**src/design/jpt_pkg.sv**
```systemverilog
// shared types and constants for the joystick pulse timer
// no dependencies; imported by every module of the block
package jpt_pkg;

    localparam int MAX_COUNT = 1023;
    localparam int COUNT_W   = $clog2(MAX_COUNT + 1);
    localparam int POS_W     = 10;
    localparam int POS_MAX   = (1 << POS_W) - 1;
    localparam int CMP_W     = (COUNT_W > POS_W) ? COUNT_W : POS_W;

    localparam int IN_W      = 16;
    localparam int OUT_W     = 32;
    localparam int CFG_AW    = 3;

    // operation codes
    localparam logic [1:0] OP_FIRST = 2'd0;
    localparam logic [1:0] OP_POLL  = 2'd1;
    localparam logic [1:0] OP_CAL   = 2'd2;

    // direction bits
    localparam logic [3:0] DIR_LEFT  = 4'd8;
    localparam logic [3:0] DIR_UP    = 4'd4;
    localparam logic [3:0] DIR_RIGHT = 4'd2;
    localparam logic [3:0] DIR_DOWN  = 4'd1;

    localparam logic [0:0] REG_STICK = 1'b0;

    typedef enum logic [2:0] {
        CAL_IDLE      = 3'd0,
        CAL_REL_CTR   = 3'd1,
        CAL_PRESS_CTR = 3'd2,
        CAL_REL_UL    = 3'd3,
        CAL_PRESS_UL  = 3'd4,
        CAL_REL_LR    = 3'd5,
        CAL_PRESS_LR  = 3'd6
    } cal_phase_t;

    typedef struct packed {
        logic       valid;
        logic [1:0] op;
        logic [7:0] bits;
    } in_item_t;

    typedef struct packed {
        logic             fire;       // both axes low, result issued
        logic             begin_cal;  // start of calibration
        logic [POS_W-1:0] x;
        logic [POS_W-1:0] y;
        logic [1:0]       buttons;    // bit0 button one, bit1 button two
        logic             sat;
    } meas_t;

    // b + (t - b) / 2 with truncation toward zero, kept to POS_W bits
    function automatic logic [POS_W-1:0] half_toward(input logic [POS_W-1:0] b,
                                                     input logic [POS_W-1:0] t);
        logic signed [POS_W:0] d;
        logic signed [POS_W:0] h;
        logic        [POS_W:0] r;
        d = $signed({1'b0, t}) - $signed({1'b0, b});
        h = (d + $signed({{POS_W{1'b0}}, d[POS_W]})) >>> 1;
        r = {1'b0, b} + $unsigned(h);
        return r[POS_W-1:0];
    endfunction

endpackage

```
**src/design/joystick_pulse_timer_with_calibration_top.sv**
```systemverilog
// top level of the game-port joystick pulse timer with calibration
// depends on jpt_pkg, jpt_in_stage, jpt_measure, jpt_calib
//
// usage
//  - slave stream: one word per game-port poll; operation selects first poll
//    after the one-shot trigger, further poll, or begin calibration
//  - master stream: one word per finished measurement, issued on the poll at
//    which both axis bits of the selected stick read low
//  - apb port: one register, stick_select at byte address 0; write it only
//    while the block is idle
//  - result path: the poll that ends the measurement is held in the input
//    register, worked on straight out of it, and lands in the result
//    register once that register is free or being drained
//  - throughput: one poll per cycle while the result register is free or
//    being drained; each poll is one tick of the pulse timebase, and all the
//    per-poll work fits between the input register and the result register
//  - reset: counters, captures, buttons, calibration phase, centre and
//    thresholds all clear; the stick register reads 0
//  - stall: while m_tready is low the result register holds; one more poll
//    can sit in the input register, after that s_tready drops
module joystick_pulse_timer_with_calibration_top (
    input  logic                       clk,
    input  logic                       rst_n,
    // slave stream
    input  logic                       s_tvalid,
    output logic                       s_tready,
    input  logic [15:0]                s_tdata,  // operation[1:0], port_bits[9:2], zeros
    // master stream
    output logic                       m_tvalid,
    input  logic                       m_tready,
    output logic [31:0]                m_tdata,  // pos_x[9:0], pos_y[19:10], button_one[20],
                                                 // button_two[21], direction[25:22],
                                                 // timed_out[26], cal_phase[29:27], zeros
    // configuration port
    input  logic                       psel,
    input  logic                       penable,
    input  logic                       pwrite,
    input  logic [jpt_pkg::CFG_AW-1:0] paddr,
    input  logic [31:0]                pwdata,
    output logic [31:0]                prdata,
    output logic                       pready
);
    import jpt_pkg::*;

    logic             stick_reg, stick_next;
    logic             m_valid_reg, m_valid_next;
    logic [OUT_W-1:0] m_data_reg;
    logic             advance;
    logic             out_free;
    logic             cfg_wr;
    in_item_t         item;
    meas_t            meas;
    logic [3:0]       direction;
    cal_phase_t       phase_after;

    // apb register file: only stick_select, word index in paddr[2]
    assign pready     = 1'b1;
    assign cfg_wr     = psel && penable && pwrite && pready;
    assign stick_next = (cfg_wr && (paddr[2] == REG_STICK)) ? pwdata[0] : stick_reg;
    assign prdata     = (paddr[2] == REG_STICK) ? {31'b0, stick_reg} : 32'b0;

    // a held poll moves on when the result register is free or being drained
    assign out_free = !m_valid_reg || m_tready;
    assign advance  = item.valid && out_free;

    jpt_in_stage u_in (
        .clk      (clk),
        .rst_n    (rst_n),
        .s_tvalid (s_tvalid),
        .s_tready (s_tready),
        .s_tdata  (s_tdata),
        .advance  (advance),
        .item     (item)
    );

    jpt_measure u_meas (
        .clk          (clk),
        .rst_n        (rst_n),
        .advance      (advance),
        .item         (item),
        .stick_select (stick_reg),
        .meas         (meas)
    );

    jpt_calib u_cal (
        .clk         (clk),
        .rst_n       (rst_n),
        .meas        (meas),
        .direction   (direction),
        .phase_after (phase_after)
    );

    // result register
    always_comb
    begin
        if (meas.fire)
            m_valid_next = 1'b1;
        else if (m_tready)
            m_valid_next = 1'b0;
        else
            m_valid_next = m_valid_reg;
    end

    always_ff @(posedge clk or negedge rst_n)
    begin
        if (!rst_n)
        begin
            stick_reg   <= 1'b0;
            m_valid_reg <= 1'b0;
        end
        else
        begin
            stick_reg   <= stick_next;
            m_valid_reg <= m_valid_next;
        end
    end

    always_ff @(posedge clk)
    begin
        if (meas.fire)
        begin
            m_data_reg <= {2'b00, 3'(phase_after), meas.sat, direction,
                           meas.buttons[1], meas.buttons[0], meas.y, meas.x};
        end
    end

    assign m_tvalid = m_valid_reg;
    assign m_tdata  = m_data_reg;
endmodule

```
**src/design/jpt_in_stage.sv**
```systemverilog
// input register of the pulse timer: holds one accepted word
// depends on jpt_pkg
module jpt_in_stage (
    input  logic              clk,
    input  logic              rst_n,
    input  logic              s_tvalid,
    output logic              s_tready,
    input  logic [15:0]       s_tdata,   // operation[1:0], port_bits[9:2], zero pad
    input  logic              advance,
    output jpt_pkg::in_item_t item
);
    import jpt_pkg::*;

    logic       valid_reg;
    logic       valid_next;
    logic [1:0] op_reg;
    logic [7:0] bits_reg;

    assign s_tready   = !valid_reg || advance;
    assign valid_next = s_tready ? s_tvalid : valid_reg;

    always_ff @(posedge clk or negedge rst_n)
    begin
        if (!rst_n)
        begin
            valid_reg <= 1'b0;
        end
        else
        begin
            valid_reg <= valid_next;
        end
    end

    always_ff @(posedge clk)
    begin
        if (s_tready && s_tvalid)
        begin
            op_reg   <= s_tdata[1:0];
            bits_reg <= s_tdata[9:2];
        end
    end

    assign item.valid = valid_reg;
    assign item.op    = op_reg;
    assign item.bits  = bits_reg;
endmodule

```
**src/design/jpt_measure.sv**
```systemverilog
// poll counter, axis captures, button latch and saturation flag
// depends on jpt_pkg
module jpt_measure (
    input  logic              clk,
    input  logic              rst_n,
    input  logic              advance,
    input  jpt_pkg::in_item_t item,
    input  logic              stick_select,
    output jpt_pkg::meas_t    meas
);
    import jpt_pkg::*;

    logic               measuring_reg, measuring_next;
    logic [COUNT_W-1:0] count_reg, count_next;
    logic [POS_W-1:0]   x_reg, x_next;
    logic [POS_W-1:0]   y_reg, y_next;
    logic [1:0]         btn_reg, btn_next;
    logic               sat_reg, sat_next;

    logic               first;
    logic               do_poll;
    logic               bit_x, bit_y, bit_b1, bit_b2;
    logic [COUNT_W-1:0] cnt_eff;
    logic [POS_W-1:0]   x_eff, y_eff, cap;
    logic [1:0]         btn_eff;
    logic               sat_eff;
    logic               axes_low;

    always_comb
    begin
        first   = advance && (item.op == OP_FIRST);
        do_poll = first || (advance && (item.op == OP_POLL) && measuring_reg);

        bit_x  = stick_select ? item.bits[2] : item.bits[0];
        bit_y  = stick_select ? item.bits[3] : item.bits[1];
        bit_b1 = stick_select ? item.bits[6] : item.bits[4];
        bit_b2 = stick_select ? item.bits[7] : item.bits[5];

        // a first poll restarts everything before it is counted
        cnt_eff = first ? '0 : count_reg;
        x_eff   = first ? '0 : x_reg;
        y_eff   = first ? '0 : y_reg;
        sat_eff = first ? 1'b0 : sat_reg;
        btn_eff = first ? {~bit_b2, ~bit_b1} : btn_reg;

        if (CMP_W'(cnt_eff) > CMP_W'(POS_MAX))
            cap = POS_W'(POS_MAX);
        else
            cap = POS_W'(cnt_eff);

        axes_low = !bit_x && !bit_y;

        measuring_next = measuring_reg;
        count_next     = cnt_eff;
        x_next         = x_eff;
        y_next         = y_eff;
        btn_next       = btn_eff;
        sat_next       = sat_eff;

        if (do_poll)
        begin
            if (axes_low)
            begin
                measuring_next = 1'b0;
            end
            else
            begin
                measuring_next = 1'b1;
                if (bit_x)
                    x_next = cap;
                if (bit_y)
                    y_next = cap;
                if (CMP_W'(cnt_eff) < CMP_W'(MAX_COUNT))
                    count_next = cnt_eff + COUNT_W'(1);
                else
                    sat_next = 1'b1;
            end
        end

        meas.fire      = do_poll && axes_low;
        meas.begin_cal = advance && (item.op == OP_CAL);
        meas.x         = x_eff;
        meas.y         = y_eff;
        meas.buttons   = btn_eff;
        meas.sat       = sat_eff;
    end

    always_ff @(posedge clk or negedge rst_n)
    begin
        if (!rst_n)
        begin
            measuring_reg <= 1'b0;
            count_reg     <= '0;
            x_reg         <= '0;
            y_reg         <= '0;
            btn_reg       <= '0;
            sat_reg       <= 1'b0;
        end
        else
        begin
            measuring_reg <= measuring_next;
            count_reg     <= count_next;
            x_reg         <= x_next;
            y_reg         <= y_next;
            btn_reg       <= btn_next;
            sat_reg       <= sat_next;
        end
    end
endmodule

```
**src/design/jpt_calib.sv**
```systemverilog
// calibration sequencer, centre and threshold registers, direction compare
// depends on jpt_pkg
module jpt_calib (
    input  logic                      clk,
    input  logic                      rst_n,
    input  jpt_pkg::meas_t            meas,
    output logic [3:0]                direction,
    output jpt_pkg::cal_phase_t       phase_after
);
    import jpt_pkg::*;

    cal_phase_t       phase_reg, phase_next;
    logic [POS_W-1:0] ctr_x_reg, ctr_x_next, ctr_y_reg, ctr_y_next;
    logic [POS_W-1:0] thr_l_reg, thr_l_next, thr_u_reg, thr_u_next;
    logic [POS_W-1:0] thr_r_reg, thr_r_next, thr_d_reg, thr_d_next;
    logic             pressed;
    logic [POS_W-1:0] half_x, half_y;

    always_comb
    begin
        // compare against thresholds held before this update
        direction = '0;
        if (meas.x <= thr_l_reg) direction = direction | DIR_LEFT;
        if (meas.y <= thr_u_reg) direction = direction | DIR_UP;
        if (meas.x >= thr_r_reg) direction = direction | DIR_RIGHT;
        if (meas.y >= thr_d_reg) direction = direction | DIR_DOWN;
    end

    always_comb
    begin
        pressed    = |meas.buttons;
        half_x     = half_toward(ctr_x_reg, meas.x);
        half_y     = half_toward(ctr_y_reg, meas.y);
        phase_next = phase_reg;
        ctr_x_next = ctr_x_reg;
        ctr_y_next = ctr_y_reg;
        thr_l_next = thr_l_reg;
        thr_u_next = thr_u_reg;
        thr_r_next = thr_r_reg;
        thr_d_next = thr_d_reg;

        if (meas.fire)
        begin
            unique case (phase_reg)
                CAL_REL_CTR:   if (!pressed) phase_next = CAL_PRESS_CTR;
                CAL_REL_UL:    if (!pressed) phase_next = CAL_PRESS_UL;
                CAL_REL_LR:    if (!pressed) phase_next = CAL_PRESS_LR;
                CAL_PRESS_CTR:
                begin
                    if (pressed)
                    begin
                        ctr_x_next = meas.x;
                        ctr_y_next = meas.y;
                        phase_next = CAL_REL_UL;
                    end
                end
                CAL_PRESS_UL:
                begin
                    if (pressed)
                    begin
                        thr_l_next = half_x;
                        thr_u_next = half_y;
                        phase_next = CAL_REL_LR;
                    end
                end
                CAL_PRESS_LR:
                begin
                    if (pressed)
                    begin
                        thr_r_next = half_x;
                        thr_d_next = half_y;
                        phase_next = CAL_IDLE;
                    end
                end
                default:       phase_next = CAL_IDLE;
            endcase
        end
        else if (meas.begin_cal)
        begin
            ctr_x_next = '0;
            ctr_y_next = '0;
            phase_next = pressed ? CAL_REL_CTR : CAL_PRESS_CTR;
        end

        phase_after = phase_next;
    end

    always_ff @(posedge clk or negedge rst_n)
    begin
        if (!rst_n)
        begin
            phase_reg <= CAL_IDLE;
            ctr_x_reg <= '0;
            ctr_y_reg <= '0;
            thr_l_reg <= '0;
            thr_u_reg <= '0;
            thr_r_reg <= '0;
            thr_d_reg <= '0;
        end
        else
        begin
            phase_reg <= phase_next;
            ctr_x_reg <= ctr_x_next;
            ctr_y_reg <= ctr_y_next;
            thr_l_reg <= thr_l_next;
            thr_u_reg <= thr_u_next;
            thr_r_reg <= thr_r_next;
            thr_d_reg <= thr_d_next;
        end
    end
endmodule

```
**config.mk**
```make
export PLATFORM = sky130hd
export DESIGN_NAME = joystick_pulse_timer_with_calibration_top
export DESIGN_NICKNAME = d
export VERILOG_FILES = /design/src/design/jpt_pkg.sv /design/src/design/joystick_pulse_timer_with_calibration_top.sv /design/src/design/jpt_in_stage.sv /design/src/design/jpt_measure.sv /design/src/design/jpt_calib.sv
export SDC_FILE = /design/constraint.sdc
export NUM_CORES = 1
export LEC_CHECK = 0
export ABC_AREA = 1
export BUFFER_PORTS_ARGS = -buffer_cell sky130_fd_sc_hd__buf_2
export CELL_PAD_IN_SITES_DETAIL_PLACEMENT = 1
export CELL_PAD_IN_SITES_GLOBAL_PLACEMENT = 1
export CORE_UTILIZATION = 39
export CTS_BUF_LIST = sky130_fd_sc_hd__clkbuf_8 sky130_fd_sc_hd__clkbuf_16
export DETAILED_ROUTE_END_ITERATION = 12
export PLACE_DENSITY_LB_ADDON = 0.1
export SETUP_SLACK_MARGIN = 0.3
export SLEW_MARGIN = 25
export SYNTH_ARGS = -nofsm -noshare
export SYNTH_HDL_FRONTEND = slang
export SYNTH_HIERARCHICAL = 1
export SYNTH_SLANG_ARGS = --single-unit
```
**constraint.sdc**
```tcl
create_clock -name clk -period 4.65 [get_ports clk]
set_clock_uncertainty 0.05 [all_clocks]
set_input_delay 1.1625 -clock clk [delete_from_list [all_inputs] [get_ports clk]]
set_output_delay 1.1625 -clock clk [all_outputs]
set_load 0.02 [all_outputs]
```
==> results of run 1 <==
[through the flow]
stage	hold slack, ns	std cells	utilization [%]	worst slack, ns	power (mW)
after CTS	0.426	1704	51.4	0.293	5.65
after detailed placement	0.410	1654	47.0	-0.368	4.02
after global placement	0.412	1654	47.0	-0.309	3.95
final	0.424	1724	54.2	0.253	5.90
after floorplan	0.392	1192	-	0.125	3.07
after global routing	0.449	1724	54.2	0.00310	6.29
[synthesized netlist by cell type, drive strengths merged, types with 2 or more instances]
master	number	area [sq um]
nor3	4	20.0
dfrtp	100	2500
edfxtp	40	1200
conb	2	7.51
inv	191	719
nand2	282	1100
xnor2	16	155
clkinv	3	11.3
nor2	92	412
a31oi	3	18.8
o21a	3	22.5
ha	83	1040
nand3b	4	33.8
or2	2	12.5
clkbuf	13	48.8
buf	44	339
o21bai	7	52.6
nand3	88	480
nand4	19	119
a21o	3	22.5
o211ai	3	22.5
xor2	16	155
o21ai	92	460
nor4	3	18.8
fa	4	80.1
a21oi	37	193
[cell type report]
class	count	area, sq um	area share, %
multi-input combinational	801	5460	43.0
sequential	140	3700	29.2
timing repair buffer	238	1750	13.8
inverter	194	761	5.99
clock buffer	17	425	3.35
tap	319	399	3.15
clock inverter	15	189	1.49
[power by group]
group / total (mW) / internal, mW / switching [mW]
clock network: 1.41 / 0.733 / 0.676
registers: 1.54 / 1.45 / 0.0843
logic: 2.95 / 1.27 / 1.68
[routing by layer]
layer | vias up | part of all wire [%]
li1 | 4126 | -
met1 | 4075 | 46
met2 | 100 | 51
met3 | 33 | 2.0
met4 | 0 | 1.7
met5 | - | 0
[critical path, delay by kind of cell]
kind / cells / cell delay, ns
buf+inv: 7 / 0.50
fa+ha+maj: 4 / 1.02
simple gates: 13 / 1.18
compound gates: 5 / 0.67
xor+xnor: 1 / 0.17
[cell families (layout without fill, tap and decap cells)]
family	count (synthesis)	after routing	synth area share [%]
adders and majority gates	87	87	12.0
other	2	34	0.0808
AOI/OAI and AO/OA	153	153	8.95
and+or+nand+nor	495	495	23.7
xor gates and xnor gates	32	32	3.34
buffers and inverters	251	464	12.0
DFF	140	140	39.8
[path summary, 6_finish.rpt]
path / endpoint / slack, ns / cells past startpoint
setup / recovery: u_cal/thr_d_reg[8] / 0.25 / 30
hold reg to reg: u_cal/thr_u_reg[9] / 0.42 / 2
setup reg to reg: u_cal/thr_l_reg[8] / 0.64 / 26
max in group asynchronous: u_cal/thr_u_reg[7] / 3.00 / 2
min in group asynchronous: u_cal/ctr_x_reg[7] / 0.66 / 1
hold / removal: u_cal/thr_u_reg[9] / 0.42 / 2
[repair_timing]
item                                    CTS  global route
pin swaps                                52            89
resized for setup                        57           105
endpoints found under the setup margin   22            22
gates cloned                              1             0
buffers inserted                         17            20
==> results.md, run 1 <==
- Leaving out fill and tap cells, the most frequent cells in the layout are 234 x sky130_fd_sc_hd__nand2_1, 176 x sky130_fd_sc_hd__buf_4, 174 x sky130_fd_sc_hd__inv_1.
- The most utilized layer in the global route result is met2.
- In this run, the number of DRC markers left after iteration 0 of detailed routing was 295.
- The startpoint identified for the worst hold timing path is u_cal/thr_u_reg[9].
- Yosys printed 6 warnings.
- The part of the cycle the worst path needs is 94.6%.
- The arrival time of the worst setup path is 4.72 ns.
- The startpoint of the worst setup timing path is m_tready.
- The number of hold violations in the final report is 0.
- Once the floorplan was initialized, standard cells occupied 39.7% of the core.
- The combined area of all synthesized cells is 0.00930 sq mm.
- The critical path's slowest cell is sky130_fd_sc_hd__fa_2.
- The final layout net count is 1,537.
- Global routing used 42.4% of the available met2 tracks.
- Cells with a size suffix above 1 make up 33.1% of the layout.
- After floorplanning, the core was divided into 56 placement rows.
- The maximum cell stage delay along the critical path is 0.41 ns.
- TritonCTS built the clock tree.
- Headroom to the max-slew limit came out at 36.2%.
- The transition time at the pin with the least slew margin is 0.957 ns.
- The maximum fanout along the worst path is 7.
- The most used flip-flop cell after synthesis is sky130_fd_sc_hd__dfrtp_1.
- STA classifies the critical path startpoint as an input pin.
- Measured along the x axis, the die boundary spans 156 um.
- The clock transition at the registers of the reported paths is 0.07 ns.
- The die area is 0.0245 sq mm.
- The final routed wirelength across all metal layers is 28,300 um.
- The post-synthesis register bit count is 140.
- The post-detailed-route wirelength per cell is 16.4 um.
- Using the TritonRoute via totals, the vias-per-cell ratio works out to 4.83.
- The first global-routing pass estimated 44,900 um of wire.
- For this run, global-route usage on met3 was measured as 3.68%.
- At the end of routability-driven placement, the weighted congestion stood at 0.849.
- The number of enable-type register cells in the synthesized netlist is 40.
- The pin count of the biggest net entering global routing is 54.
- The detailed-placement wirelength estimate is 20,300 um.
- The number of antenna diodes in the final layout is 0.
- For the worst-skew pair, the clock arrives at the later sink with an insertion delay of 0.43 ns.
- The startpoint identified for the worst register-to-register timing path is u_in/valid_reg.
- The floorplan step set the die height to 156 um.
- The final routed DRC violation total is 0.
- The worst path needs 4.40 ns of the cycle, external delays included.
- The number of antenna violations at the first check in global routing is 0.
- The number of max-slew violations in the final report came to 0.
- Counting every instance in the synthesized netlist gives 1,160.
- The total core area is 0.0234 sq mm.
- The buffer levels on the longest clock path is 2.
- The accumulated negative setup slack is 0 ns.
- The total routing usage reported by global routing is 24.0%.
- The most numerous cell on the critical path is sky130_fd_sc_hd__nand2_1.
- The clock net sink count is 140.
- The flow ran to the end, and the final reports show no timing, DRC or antenna violations.
- The number of I/O pins is 125.
- For met1 alone, demand over resource in global routing was 30.6%.
- The number of levels the H-tree was split into is 4.
- The number of fill cells in the layout is 2,803.
- From synthesis to final layout, the design area changed by 36.5%.
- The first detailed-routing pass took 4 iterations.
- The number of flip-flops in the largest register is 30.
- The count of antenna-violating nets left after detailed routing is 0.
- The library cell used most frequently in the layout, excluding fill and tap cells, is sky130_fd_sc_hd__nand2_1.
- The total vias in the final route is 8,334.
- The number of max-cap violations is 0.
- The element type at the critical path end is a flop.
- The leakage power total is 6.22 nW.
- After detailed placement, the total cell area comes to 0.0110 sq mm.
- Setup repair after global routing could not meet its margin everywhere.
- The critical path class is input pin to flop.
- The required time at the endpoint of the critical path is 4.97 ns.
- The count of input and output buffers is 51.
- The total power divided by cell area is 465 mW/mm^2.
- After global routing the overflow that remains totals 0.
- After synthesis, the share of flip-flops with an asynchronous set or reset is 71.4%.
- The min-delay analysis places its worst path in the category flop to flop.
- TritonCTS created 17 clock buffers.
- The post-layout instance area is 0.0127 sq mm.
- The final-report setup violation count is 0.
- The root buffer cell chosen for the clock tree is sky130_fd_sc_hd__clkbuf_16.
- Based on the critical path, the design can be clocked at up to 227 MHz.
- The via count of the first global-routing pass is 8,730.
- The mean cell area of the mapped netlist is 8.01 sq um.
- The worst-case IR drop observed on VDD is 0.223 mV.
- The sequential fraction of the synthesis area is 39.8%.
- The synthesized netlist contains 49 unique library cells.
- After clock tree synthesis, the flow added hold-fix buffers numbering 0.
No activity file was read; power rests on OpenSTA's default activity.
==> run 2: changes to the inputs <==
Settings changed: SETUP_SLACK_MARGIN 0.3 to 0.1.
==> run 2 against run 1 <==
Sequential share of layout area increased by 1.8 points. Register-to-register slack about the same. Final cell count is 2.3% lower. Non-clock buffer count down 40. Power decreased by 5.5%. Count of clock-buffer cells in the layout unchanged. Fmax is essentially flat. Sequential cell count is the same. First-iteration DRC count grew 1.0%. Via count decreased by 2.0%. Sequential power barely moved. Global-route usage decreased by 1.0 points. Largest cell class unchanged. Highest routed layer unchanged.
==> results.md, run 2 (synthesis gave the netlist of run 1 again) <==
- The critical path's slowest cell is sky130_fd_sc_hd__fa_2 (unchanged).
- The final instance count without filler cells came to 1,685 (was 1,724).
- The wire length of the first global-routing pass is 43,200 um (was 44,900 um).
- The type of the tightest min-delay check is flop to flop (unchanged).
- The initial core utilization is 39.7% (unchanged).
- The final-report setup violation count was 0 (unchanged).
- The total core area is 0.0234 sq mm (unchanged).
- The number of clock buffers inserted by TritonCTS came to 17 (unchanged).
- The total routing usage reported by global routing is 23.0% (was 24.0%).
- The total power divided by cell area is 466 mW/mm^2 (was 465 mW/mm^2).
- The number of I/O pins is 125 (unchanged).
- The number of max-slew violations in the final report is 0 (unchanged).
- The clock root buffer is sky130_fd_sc_hd__clkbuf_16 (unchanged).
- The detailed route wirelength on metal2 came to 13,400 um (was 14,400 um).
- The final routed wirelength across all metal layers is 27,100 um (was 28,300 um).
- The total vias in the final route is 8,165 (was 8,334).
- The footprint of the flip-flops and latches was 0.00370 sq mm (unchanged).
- The highest layer used for signal routing was met4 (unchanged).
- The routed length on met3 is 589 um (was 554 um).
- The maximum cell stage delay along the critical path is 0.35 ns (was 0.41 ns).
- The global placement routability congestion is 0.803 (was 0.849).
- The via count of the first global-routing pass came to 8,296 (was 8,730).
- The transition time at the pin with the least slew margin is 0.907 ns (was 0.957 ns).
- The CTS tree is built (unchanged).
- The number of core rows is 56 (unchanged).
- The number of fill cells in the layout is 2,883 (was 2,803).
- The count of antenna-violating nets left after detailed routing is 0 (unchanged).
- The maximum fanout along the worst path is 6 (was 7).
- The post-detailed-route wirelength per cell came to 16.1 um (was 16.4 um).
- The clock insertion delay at the later pin of the skew report is 0.43 ns (about the same).
- The part of the cycle the worst path needs came to 94.6% (about the same).
- Status: finished clean (unchanged).
- The worst max-slew margin expressed relative to the limit is 39.5% (was 36.2%).
- Unrepaired setup endpoints after global routing: yes (unchanged).
- Most used cells in the layout excluding fill and tap cells: 254 x sky130_fd_sc_hd__nand2_1, 178 x sky130_fd_sc_hd__inv_1, 144 x sky130_fd_sc_hd__buf_4 (was 234 x sky130_fd_sc_hd__nand2_1, 176 x sky130_fd_sc_hd__buf_4, 174 x sky130_fd_sc_hd__inv_1).
- The clock net sink count was 140 (unchanged).
- The leakage power total is 5.92 nW (was 6.22 nW).
- The number of flip-flops in the largest register came to 30 (unchanged).
- The number of max-cap violations is 0 (unchanged).
- The arrival time of the worst setup path was 4.67 ns (was 4.72 ns).
- The detailed-placement wirelength estimate is 20,200 um (was 20,300 um).
- The ratio of routed vias to standard cells is 4.85 (was 4.83).
- The signed area change from the synthesized netlist to the final layout is 28.6% (was 36.5%).
- The accumulated negative setup slack was 0 ns (unchanged).
- The x dimension of the die is 156 um (unchanged).
- The number of detailed-route iterations in the first pass is 5 (was 4).
- The detailed-route wire length on metal 1 came to 12,600 um (was 12,900 um).
- The instance count after placement with tap cells included is 1,639 (was 1,654).
- The count of input and output buffers was 51 (unchanged).
- The clock transition at the registers of the reported paths is 0.07 ns (about the same).
- The area of the multi-input gates is 0.00509 sq mm (was 0.00546 sq mm).
- The critical path class is input pin to flop (unchanged).
- The worst supply voltage drop on vdd is 0.228 mV (was 0.223 mV).
- The die area is 0.0245 sq mm (unchanged).
- The overflow left after global routing is 0 (unchanged).
- The number of antenna violations at the first check in global routing is 0 (unchanged).
- The required time at the endpoint of the critical path is 4.92 ns (was 4.97 ns).
- The count of inserted antenna diode cells is 0 (unchanged).
- The pin count of the biggest net entering global routing is 60 (was 54).
- The final routed DRC violation total was 0 (unchanged).
- The buffer levels on the longest clock path was 2 (unchanged).
- The most frequent standard cell in the layout excluding fill and tap cells is sky130_fd_sc_hd__nand2_1 (unchanged).
- The die span in y is 156 um (unchanged).
- The number of hold violations in the final report is 0 (unchanged).
- The highest achievable clock rate was 227 MHz (about the same).
- The number of levels the H-tree was split into is 4 (unchanged).
- The initial detailed-routing violation count is 298 (was 295).
- The number of buffers inserted by hold repair at cts came to 0 (unchanged).
- The element type at the critical path end is a flop (unchanged).
- The final layout net count is 1,498 (was 1,537).
- The fraction of final layout cells sized beyond drive strength 1 is 27.4% (was 33.1%).
- The kind of start point of the critical path is an input pin (unchanged).
- The clock period minus worst slack came to 4.40 ns (about the same).
[run 2: power by group]
| part | internal (mW) | leakage, nW | switching, mW |
|---|---|---|---|
| Sequential | 1.45 | 1.73 | 0.0838 |
| Clock | 0.731 | 0.298 | 0.665 |
| Combinational | 1.11 | 3.90 | 1.53 |
[run 2: worst max-delay path, delay by kind of cell]
family | cells | cell delay, ns
AND/OR/NAND/NOR | 15 | 1.45
adder cells (fa/ha/maj) | 4 | 1.00
AO/OA/AOI/OAI | 1 | 0.15
buffers and inverters | 8 | 0.65
XOR/XNOR | 1 | 0.23
[run 2: final timing paths]
path / cells after the start / from / endpoint / slack, ns
worst max-delay path: 29 / m_tready / u_cal/thr_r_reg[9] / 0.25
worst min-delay path: 2 / u_cal/thr_d_reg[9] / u_cal/thr_d_reg[9] / 0.43
worst max register to register: 27 / m_tvalid / u_cal/thr_r_reg[9] / 0.63
worst min register to register: 2 / u_cal/thr_d_reg[9] / u_cal/thr_d_reg[9] / 0.43
max in group asynchronous: 2 / rst_n / u_meas/count_reg[6] / 2.91
min in group asynchronous: 1 / rst_n / u_cal/ctr_x_reg[8] / 0.77
[run 2: layer usage]
| layer | track usage, % | vias up |
|---|---|---|
| met5 | 0 | - |
| met4 | 5.98 | 0 |
| met3 | 2.96 | 39 |
| met2 | 38.9 | 120 |
| met1 | 30.9 | 3958 |
| li1 | - | 4048 |
[run 2: through the flow]
step | util [%] | total power, mW | hold slack (ns) | cell area, sq um | setup slack (ns)
after floorplan | - | 3.05 | 0.392 | 9550 | 0.101
after global placement | 46.3 | 3.88 | 0.410 | 10800 | -0.298
after detailed placement | 46.3 | 3.95 | 0.415 | 10800 | -0.336
after CTS | 48.9 | 5.38 | 0.434 | 11400 | 0.113
after global routing | 51.1 | 6.00 | 0.447 | 12000 | 0.0207
final | 51.1 | 5.57 | 0.428 | 12000 | 0.253
[run 2: area by class of cell]
cell class / instances / share of cell area [%]
clock buffers: 17 / 3.56
clock inverters: 15 / 1.60
inverters: 194 / 6.24
multi-input cells: 801 / 42.6
flip-flops and latches: 140 / 31.0
well taps: 319 / 3.34
repair buffers: 198 / 11.6
repair inverters: 1 / 0.0733
[run 2: repair_timing]
action                                  4_1_cts  5_1_grt
setup buffers                                 0       13
endpoints found under the setup margin        0       22
resized for setup                             0       92
==> run 3: changes to the inputs <==
Settings changed: CORE_UTILIZATION 39 to 40, GPL_TIMING_DRIVEN from default to 0, SLEW_MARGIN 25 to default, SYNTH_HIERARCHICAL 1 to default.
==> run 3 against run 2 <==
The run now ends with setup timing left. Count of clock-buffer cells in the layout did not move. Synthesized area decreased by 1.9%. Critical path depth rose by 6. Core utilization up 4.5 points. Register-to-register slack worse by 0.91 ns. First-iteration DRC count is 0.67% lower. Global-route usage rose by 1.1 points. Setup slack lost 0.83 ns. Wire length increased by 6.9%. Fmax down 16%. Critical path type unchanged. Critical endpoint is now u_cal.thr_l_reg[9]. Highest routed layer unchanged.
==> results.md, run 3 <==
- The clock period minus worst slack is 5.23 ns (was 4.40 ns).
- The worst supply voltage drop on vdd was 0.307 mV (was 0.228 mV).
- The CTS tree is built (unchanged).
- The part of the cycle the worst path needs is 112% (was 94.6%).
- The x dimension of the die is 153 um (was 156 um).
- The number of levels the H-tree was split into is 4 (unchanged).
- Unrepaired setup endpoints after global routing: yes (unchanged).
- The clock transition at the registers of the reported paths is 0.06 ns (was 0.07 ns).
- The final routed DRC violation total is 0 (unchanged).
- The final routed wirelength across all metal layers is 28,900 um (was 27,100 um).
- The count of inserted antenna diode cells is 0 (unchanged).
- The count of input and output buffers came to 51 (unchanged).
- The most frequently used flop master after synthesis is sky130_fd_sc_hd__dfrtp_1 (unchanged).
- The pin count of the biggest net entering global routing is 64 (was 60).
- The number of antenna violations at the first check in global routing is 0 (unchanged).
- The total power is 4.60 mW (was 5.57 mW).
- The post-detailed-route wirelength per cell is 18.5 um (was 16.1 um).
- The highest achievable clock rate was 191 MHz (was 227 MHz).
- The number of enable-type register cells in the synthesized netlist is 40 (unchanged).
- The number of I/O pins is 125 (unchanged).
- The number of detailed-route iterations in the first pass is 5 (unchanged).
- The global placement routability congestion is 0.812 (was 0.803).
- The number of hold violations in the final report was 0 (unchanged).
- The total vias in the final route is 8,009 (was 8,165).
- The leakage power total was 6.00 nW (was 5.92 nW).
- Top cells by instance count after synthesis: 239 x sky130_fd_sc_hd__nand2_1, 176 x sky130_fd_sc_hd__inv_1, 100 x sky130_fd_sc_hd__dfrtp_1 (was 269 x sky130_fd_sc_hd__nand2_1, 186 x sky130_fd_sc_hd__inv_1, 100 x sky130_fd_sc_hd__dfrtp_1).
- The required time at the endpoint of the critical path is 4.97 ns (was 4.92 ns).
- The signed area change from the synthesized netlist to the final layout is 34.7% (was 28.6%).
- The kind of start point of the critical path was an input pin (unchanged).
- The footprint of the flip-flops and latches was 0.00370 sq mm (unchanged).
- The worst max-slew margin expressed relative to the limit is 51.4% (was 39.5%).
- The fraction of final layout cells sized beyond drive strength 1 is 33.9% (was 27.4%).
- The mean cell area of the mapped netlist is 8.41 sq um (was 8.01 sq um).
- The via count of the first global-routing pass came to 8,205 (was 8,296).
- The area share of the leading cell type in the synthesized netlist came to 27.4% (was 26.9%).
- The synthesized netlist cell count came to 1,084 (was 1,160).
- The combined area of all synthesized cells is 0.00912 sq mm (was 0.00930 sq mm).
- The total power divided by cell area is 374 mW/mm^2 (was 466 mW/mm^2).
- The type of the tightest min-delay check is flop to flop (unchanged).
- The number of max-slew violations in the final report was 0 (unchanged).
- The arrival time of the worst setup path was 5.55 ns (was 4.67 ns).
- The clock root buffer is sky130_fd_sc_hd__clkbuf_16 (unchanged).
- The clock insertion delay at the later pin of the skew report is 0.43 ns (about the same).
- The number of flip-flops in the largest register was 30 (unchanged).
- The overflow left after global routing is 0 (unchanged).
- The cell accounting for the most synthesized area was sky130_fd_sc_hd__dfrtp_1 (unchanged).
- The final instance count without filler cells is 1,564 (was 1,685).
- The maximum cell stage delay along the critical path is 0.35 ns (about the same).
- The die area is 0.0234 sq mm (was 0.0245 sq mm).
- The most frequent standard cell in the layout excluding fill and tap cells is sky130_fd_sc_hd__nand2_1 (unchanged).
- The number of core rows is 54 (was 56).
- The element type at the critical path end is a flop (unchanged).
- The initial detailed-routing violation count is 296 (was 298).
- The accumulated negative setup slack is -4.44 ns (was 0 ns).
- The final layout net count is 1,395 (was 1,498).
- The critical path's slowest cell is sky130_fd_sc_hd__ha_2 (was sky130_fd_sc_hd__fa_2).
- The proportion of register bits with asynchronous set or reset after synthesis came to 71.4% (unchanged).
- The sequential fraction of the synthesis area was 40.6% (was 39.8%).
- The count of warnings emitted by yosys came to 0 (was 6).
- Main area contributors after synthesis: sky130_fd_sc_hd__dfrtp_1 27%, sky130_fd_sc_hd__edfxtp_1 13%, sky130_fd_sc_hd__nand2_1 9.8% (was sky130_fd_sc_hd__dfrtp_1 27%, sky130_fd_sc_hd__edfxtp_1 13%, sky130_fd_sc_hd__ha_1 11%).
- The most numerous cell in the Yosys netlist is sky130_fd_sc_hd__nand2_1 (unchanged).
- The instance count after placement with tap cells included is 1,448 (was 1,639).
- The area of the multi-input gates is 0.00535 sq mm (was 0.00509 sq mm).
- Status: complete, but fails checks (was finished clean).
- The minimum setup slack in the final design came to -0.581 ns (was 0.253 ns).
- The die span in y is 153 um (was 156 um).
- Most used cells in the layout excluding fill and tap cells: 204 x sky130_fd_sc_hd__nand2_1, 153 x sky130_fd_sc_hd__inv_1, 109 x sky130_fd_sc_hd__buf_4 (was 254 x sky130_fd_sc_hd__nand2_1, 178 x sky130_fd_sc_hd__inv_1, 144 x sky130_fd_sc_hd__buf_4).
- The clock net sink count was 140 (unchanged).
- The most numerous cell on the critical path is sky130_fd_sc_hd__nand2_1.
- The wire length of the first global-routing pass is 43,700 um (was 43,200 um).
- The buffer levels on the longest clock path was 2 (unchanged).
- The number of fill cells in the layout is 2,528 (was 2,883).
- The count of antenna-violating nets left after detailed routing is 0 (unchanged).
- The post-synthesis register bit count was 140 (unchanged).
- The final reports fail on setup timing.
- The number of buffers inserted by hold repair at cts is 0 (unchanged).
- The ratio of routed vias to standard cells is 5.12 (was 4.85).
- The total routing usage reported by global routing was 24.1% (was 23.0%).
- The maximum fanout along the worst path is 7 (was 6).
- The detailed-placement wirelength estimate was 18,800 um (was 20,200 um).
- The critical path class is input pin to flop (unchanged).
- The number of distinct standard cells referenced by the synthesized netlist is 59 (was 49).
- The transition time at the pin with the least slew margin is 0.729 ns (was 0.907 ns).
- The total core area is 0.0221 sq mm (was 0.0234 sq mm).
- The final-report setup violation count came to 20 (was 0).
- The number of max-cap violations came to 0 (unchanged).
- The initial core utilization was 41.3% (was 39.7%).
- The number of clock buffers inserted by TritonCTS is 17 (unchanged).
[run 3: final cells by class]
type / count / area share, %
multi-input cells: 739 / 43.5
flip-flops and latches: 140 / 30.1
repair buffers: 136 / 8.07
inverters: 184 / 6.31
plain buffers: 53 / 3.60
clock buffers: 17 / 3.46
well taps: 280 / 2.85
clock inverters: 15 / 2.04
[run 3: worst max-delay path: cells and delay by family]
| family | cells | cell delay (ns) |
|---|---|---|
| AND/OR/NAND/NOR | 20 | 2.18 |
| buffers and inverters | 10 | 1.13 |
| adder cells (fa/ha/maj) | 2 | 0.51 |
| XOR/XNOR | 2 | 0.39 |
| AO/OA/AOI/OAI | 1 | 0.17 |
[run 3: metal layers]
metal	wire length (um)	global-route usage, %
met2	14400	41.5
met4	834	5.53
met5	0	0
met1	12900	31.8
met3	841	3.77
[run 3: worst paths after layout]
kind / end / slack [ns] / cells past startpoint / from
worst max-delay path: u_cal.thr_l_reg[9] / -0.58 / 35 / m_tready
worst min-delay path: u_cal.thr_r_reg[9] / 0.42 / 2 / u_cal.thr_r_reg[9]
worst max register to register: u_cal.thr_l_reg[9] / -0.28 / 33 / u_in.op_reg[1]
worst min register to register: u_cal.thr_r_reg[9] / 0.42 / 2 / u_cal.thr_r_reg[9]
max in group asynchronous: m_tvalid / 3.14 / 2 / rst_n
min in group asynchronous: u_cal.ctr_y_reg[9] / 0.66 / 1 / rst_n
[run 3: cells by family (layout without fill, tap and decap cells)]
family                   Yosys count  after routing  synth area share [%]
AND/OR/NAND/NOR                  435            435                  23.2
buffers and inverters            237            405                  12.1
AO/OA/AOI/OAI                    162            162                  10.5
flip-flops                       140            140                  40.6
adder cells (fa/ha/maj)           66             66                  9.22
XOR/XNOR                          38             38                  3.81
multiplexers                       4              4                 0.439
other                              2             34                0.0823
[run 3: timing repair]
| item | in CTS | in global routing |
|---|---|---|
| resized for setup | 99 | 70 |
| pin swaps | 54 | 45 |
| cloned | 1 | 0 |
| setup buffers | 56 | 33 |
| setup endpoints to repair | 31 | 22 |
[run 3: where the power goes]
part,internal [mW],leakage (nW),switching [mW],total (mW)
Combinational,0.587,3.91,1.00,1.59
Clock,0.978,0.332,0.625,1.60
Sequential,1.35,1.76,0.0559,1.41
[run 3: per-stage QoR]
step	instance area, sq um	worst slack, ns	utilization [%]	hold slack (ns)
global placement	10200	-1.44	46.1	0.412
CTS	11800	-0.250	53.2	0.433
finish	12300	-0.581	55.6	0.417
detailed placement	10200	-1.48	46.2	0.416
floorplan	9580	-0.450	-	0.392
global route	12300	-0.763	55.6	0.450
